## src/slt_pkg.sv

```systemverilog
// ----------------------------------------------------------------------------
// slt_pkg
// Shared constants and types for the stretch table display converter.
// ----------------------------------------------------------------------------
package slt_pkg;

  // Table index width and depth
  localparam int SAMPLE_BITS = 16;
  localparam int TABLE_DEPTH = 1 << SAMPLE_BITS;

  // Field widths
  localparam int SAMPLE_W = 16;
  localparam int BYTE_W   = 8;
  localparam int GAIN_W   = 16;
  localparam int PROD_W   = BYTE_W + GAIN_W;
  localparam int PIXEL_W  = 32;
  localparam int IN_W     = 4 * SAMPLE_W + BYTE_W;
  localparam int CFG_IDX_W  = 3;
  localparam int CFG_DATA_W = 16;

  localparam logic [BYTE_W-1:0] BYTE_MAX = 8'hFF;
  localparam logic [BYTE_W-1:0] ALPHA    = 8'hFF;

  // Request kinds carried in tuser
  localparam logic REQ_PIXEL = 1'b0;
  localparam logic REQ_TABLE = 1'b1;

  // Configuration register indexes
  typedef enum logic [CFG_IDX_W-1:0] {
    CFG_COLOR_MODE  = 3'd0,
    CFG_TINT_ENABLE = 3'd1,
    CFG_TINT_RED    = 3'd2,
    CFG_TINT_GREEN  = 3'd3,
    CFG_TINT_BLUE   = 3'd4
  } cfg_index_t;

  localparam logic [GAIN_W-1:0] GAIN_UNITY = 16'd256;

  // Per-lane control from the configuration registers
  typedef struct packed {
    logic color_mode;
    logic tint_on;
  } lane_ctrl_t;

endpackage

```

## src/slt_merge.sv

```systemverilog
// ----------------------------------------------------------------------------
// slt_merge
// Combine the three lane bytes into a BGRA pixel and hold it in the output
// register until the receiver takes it.
// ----------------------------------------------------------------------------
module slt_merge import slt_pkg::*; (
  input  logic               clk,
  input  logic               rst,
  input  logic               advance,
  input  logic               in_valid,
  input  logic [BYTE_W-1:0]  red_byte,
  input  logic [BYTE_W-1:0]  green_byte,
  input  logic [BYTE_W-1:0]  blue_byte,
  output logic               out_valid,
  output logic [PIXEL_W-1:0] out_pixel
);

  // Load the output register whenever the pipeline moves
  always_ff @(posedge clk) begin
    if (rst) begin
      out_valid <= 1'b0;
    end else if (advance) begin
      out_valid <= in_valid;
    end
  end

  always_ff @(posedge clk) begin
    if (advance) begin
      out_pixel <= {ALPHA, red_byte, green_byte, blue_byte};
    end
  end

endmodule

```

## config.mk

```make
export PLATFORM = sky130hd
export DESIGN_NAME = slt_merge
export DESIGN_NICKNAME = d
export VERILOG_FILES = /design/src/slt_pkg.sv /design/src/slt_merge.sv
export SDC_FILE = /design/constraint.sdc
export NUM_CORES = 1
export LEC_CHECK = 0
export BUFFER_PORTS_ARGS = -buffer_cell sky130_fd_sc_hd__buf_4
export CORE_AREA = 2 2 50 52
export CTS_CLUSTER_SIZE = 10
export DETAILED_ROUTE_END_ITERATION = 6
export DIE_AREA = 0 0 52 54
export PLACE_DENSITY = 0.8
export SLEW_MARGIN = 20
export SYNTH_ARGS = -nofsm -noshare
export SYNTH_HDL_FRONTEND = slang
export SYNTH_SLANG_ARGS = --single-unit
```

## constraint.sdc

```tcl
create_clock -name clk -period 0.8 [get_ports clk]
set_input_delay 0.08 -clock clk [delete_from_list [all_inputs] [get_ports clk]]
set_output_delay 0.08 -clock clk [all_outputs]
set_load 0.02 [all_outputs]
```

==> After elaboration in Yosys (flattened, before gate mapping) <==
Index checks and enable logic that the tools add are counted.
{ "word_totals": {"input_bits": 28, "mem_count": 0, "rom_bits": 0, "wordCells": 2, "ff_bits": 25, "latchBits": 0, "out_inout_bits": 33, "ram_bits": 0} }
{ "op_classes": {"shift": 0, "magnitude_cmp": 0, "addsub": 0, "n_div": 0, "n_mul": 0, "eq_ne": 0, "bitwise": 0, "n_mux": 0, "reduce_logical": 0} }

==> Longest topological paths before layout <==
{ "depth": {"depth_word": 0, "ltp_mapped": 2, "depth_no_buf": 2} }

==> Least setup slack after synthesis <==
OpenSTA, ideal clock, no wires.
{ "synth_timing": {"kind": "flip-flop to flip-flop", "from": "register out_valid (netlist name)", "to": "register out_valid", "n_path_buf": 0, "stages_incl_launch_ff": 3, "setup_ps": 64, "setup_slack_ps": 155, "arrival_time_ps": 581, "period_less_slack_ps": 645, "t_required_ps": 736, "path_cell_list": "dfxtp_1 -> mux2i_1 -> nor2_1"} }
{ "synth_lines": {"columns": ["element", "line", "text"], "rows": [
  ["end signal, assigned", "slt_merge.sv:23", "out_valid <= in_valid;"],
  ["end, declared", "slt_merge.sv:14", "output logic out_valid,"]
]} }

==> Final worst setup path <==
{ "layout_timing": {"from": "register out_pixel[8]", "to": "output out_pixel[8]"} }
{ "layout_lines": {"columns": ["element", "line", "text"], "rows": [
  ["start, declared", "slt_merge.sv:15", "output logic [PIXEL_W-1:0] out_pixel"],
  ["start signal, assigned", "slt_merge.sv:29", "out_pixel <= {ALPHA, red_byte, green_byte, blue_byte};"]
]} }
No word-level cell between the ends.

==> impl_metrics.env <==
export IMPL_outcome="finished with violations"
export IMPL_failed_checks="setup timing"
export IMPL_yosys_warnings=0
export IMPL_routedWlPerCell_um=15.1
export IMPL_detailedRoute_firstPassIterationCount=4
export IMPL_fp_dieH_um=54
export IMPL_gr_usage_met3_pct=3.89
export IMPL_power_per_cell_area_nw_per_um2=1720
export IMPL_num_vias=608
export IMPL_grt_pass1_wl_mm=2.83
export IMPL_die_w_um=52
export IMPL_dp_cells=119
export IMPL_synth_top_cells_by_area="sky130_fd_sc_hd__edfxtp_1, sky130_fd_sc_hd__buf_4, sky130_fd_sc_hd__dfxtp_1"
export IMPL_finalPower_mw=2.76
export IMPL_grt_overflow_total=0
export IMPL_fmax_mhz=1020
export IMPL_layout_worst_path_cycle_share_pct=122
export IMPL_worst_endpoint_arrival_ps=900
export IMPL_fin_ws_ps=-179
export IMPL_cts_tree="built"
export IMPL_clk_pin_slew_ps=120
export IMPL_syn_mean_instance_area_um2=22.7
export IMPL_power_frac_seq_pct=57.9
export IMPL_finalSetupViolCount=25
export IMPL_comb_power_share_pct=22.5
export IMPL_port_buffers=52
export IMPL_finalWorstPathRequiredPeriod_ps=979
export IMPL_power_leakage_nw=0.692
export IMPL_grt_antenna_before_repair=0
export IMPL_routed_via_density=4.11
export IMPL_antenna_diode_count=0
export IMPL_detailedRoute_firstIterationViolations=24
export IMPL_setup_worst_path_end_class="output pin"
export IMPL_dpl_worst_slack_ps=129
export IMPL_ys_top_cells_by_count="sky130_fd_sc_hd__edfxtp_1, sky130_fd_sc_hd__buf_4"
export IMPL_finish_utilization_pct=69.5
export IMPL_min_path_type="input pin to flip-flop"
export IMPL_clock_path_buffers=2
export IMPL_core_area_um2=2320
export IMPL_switchingPower_mw=0.668
export IMPL_ys_flop_type="sky130_fd_sc_hd__edfxtp_1"
export IMPL_p_clk_share_pct=19.6
export IMPL_numCtsBuffers=3
export IMPL_synth_seq_cells=25
export IMPL_synth_cell_area_um2=818
export IMPL_clock_sink_count=25
export IMPL_grt_use_met2_pct=30.2
export IMPL_cp_num_buf_inv=1
export IMPL_met1_usage_pct=15.4
export IMPL_synth_most_common_cell="sky130_fd_sc_hd__edfxtp_1"
export IMPL_unrepaired_setup_endpoints_after_global_routing="true"
export IMPL_grt_start_max_net_pins=18
export IMPL_crit_path_start_kind="flip-flop"
export IMPL_cpMaxStageDelayCell="sky130_fd_sc_hd__edfxtp_1"
export IMPL_slew_viols_final=0
export IMPL_number_of_enable_type_register_cells_in_the_synthesized_netlist=24
export IMPL_globalRouteTotalUtil_pct=15.1
export IMPL_synthCells=36
export IMPL_clkLatencyLatePin_ps=310
export IMPL_post_dp_hpwl_mm=1.21
export IMPL_maxCapViolations=0
export IMPL_final_antenna_net_count=0
export IMPL_number_of_placement_rows=18
export IMPL_critical_path_cell_chain="buf_6"
export IMPL_synth_cell_types=6
export IMPL_timing_final_hold_violations=0
export IMPL_synth_top_cell_area_share_pct=88.1
export IMPL_route_detailed_drc=0
export IMPL_initial_core_util_pct=35.3
export IMPL_worst_ep_required_time_ps=720
export IMPL_cts_htree_levels=1
export IMPL_top_usage_layer="met2"
export IMPL_post_cts_setup_buffer_count=0
export IMPL_timing_critical_path_fanout_max=1
export IMPL_slowest_delay_ps=430
export IMPL_path_delay_family="flip-flops"
export IMPL_postRouteWirelength_mm=2.23
export IMPL_vdd_ir_drop_worst_uv=891
export IMPL_p_int_mw=2.10
export IMPL_nets=147
export IMPL_synth_yosys_seq_area_share_pct=90.5
export IMPL_finish_cell_count_without_fillers=148
export IMPL_floorplan_io_pins=61
export IMPL_number_of_global_route_vias_before_repair=545
export IMPL_final_replace_weighted_congestion=0.651
export IMPL_ys_async_sr_fraction_pct=0
export IMPL_fraction_of_layout_instances_using_a_drive_strength_above_1_pct=49.2
export IMPL_switching_share_pct=24.1
export IMPL_root_buffer="sky130_fd_sc_hd__clkbuf_4"
export IMPL_skew_ps=0
export IMPL_timing_worst_setup_path_type="flip-flop to output pin"
export IMPL_netlist_top_cell_by_area="sky130_fd_sc_hd__edfxtp_1"
export IMPL_area_growth_syn_to_layout_pct=96.9
export IMPL_design_die_area_um2=2810
kinds of logic after synthesis:
family | count (synthesis) | synth area share [%]
muxes | 1 | 1.22
DFF | 25 | 90.5
and+or+nand+nor | 1 | 0.458
other | 1 | 0.458
buffers and inverters | 8 | 7.34
flip-flops by register name, indices dropped and copies added, names as in the netlist:
name and flops:
out_pixel 24, out_valid 1
worst register-to-register path: stages (launching register included):
cell	delay (ps)
sky130_fd_sc_hd__dfxtp_2	350
sky130_fd_sc_hd__mux2i_1	120
sky130_fd_sc_hd__nor2_1	50
stage by stage:
| step | area (um^2) | hold WS (ps) | TNS, ps |
|---|---|---|---|
| 2_1_floorplan | 845 | 152 | 0 |
| 3_3_place_gp | 1240 | 241 | 0 |
| 3_5_place_dp | 1240 | 247 | 0 |
| 4_1_cts | 1610 | 12.9 | -3230 |
| 5_1_grt | 1610 | 9.86 | -4360 |
| 6_report | 1610 | 19.4 | -3650 |
layout by cell type (no fill, tap or decap):
cell and instances:
sky130_fd_sc_hd__mux2i_1 1, sky130_fd_sc_hd__buf_12 1, sky130_fd_sc_hd__nor2_1 1, sky130_fd_sc_hd__clkbuf_4 3, sky130_fd_sc_hd__clkbuf_1 1, sky130_fd_sc_hd__edfxtp_1 24
sky130_fd_sc_hd__dfxtp_2 1, sky130_fd_sc_hd__buf_4 28, sky130_fd_sc_hd__dlygate4sd3_1 25, sky130_fd_sc_hd__buf_6 25, sky130_fd_sc_hd__conb_1 8
final timing paths:
kind	from	end	cells after the start	slack, ps
worst max-delay path	out_pixel[8]	out_pixel[8]	1	-180
worst min-delay path	in_valid	out_valid	3	20
worst max register to register	out_valid	out_valid	2	190
worst min register to register	out_valid	out_valid	2	530
power groups by stage:
stage | Clock [mW] | Combinational, mW | Sequential, mW
floorplan | 0 | 0.0667 | 1.74
global placement | 0 | 0.451 | 1.60
detailed placement | 0 | 0.458 | 1.60
CTS | 0.527 | 0.614 | 1.59
global route | 0.589 | 0.651 | 1.61
finish | 0.541 | 0.623 | 1.60
timing repair:
item / CTS / global route
setup endpoints to repair: 25 / 25
hold endpoints to repair: 25 / 0
hold buffers: 25 / 0
resized for setup: 26 / 0
area by class of cell:
| cell class | instances | area (um^2) |
|---|---|---|
| well taps | 30 | 37.5 |
| fillers | 138 | 708 |
| flip-flops and latches | 25 | 742 |
| repair buffers | 79 | 762 |
| clock buffers | 4 | 26.3 |
| multi-input cells | 10 | 43.8 |
layer usage:
layer / vias up / routed length [um]
met5: - / 0
met4: 0 / 21
met3: 2 / 216
met2: 44 / 1210
met1: 282 / 784
li1: 280 / -
No activity file was read; power rests on OpenSTA's default activity.
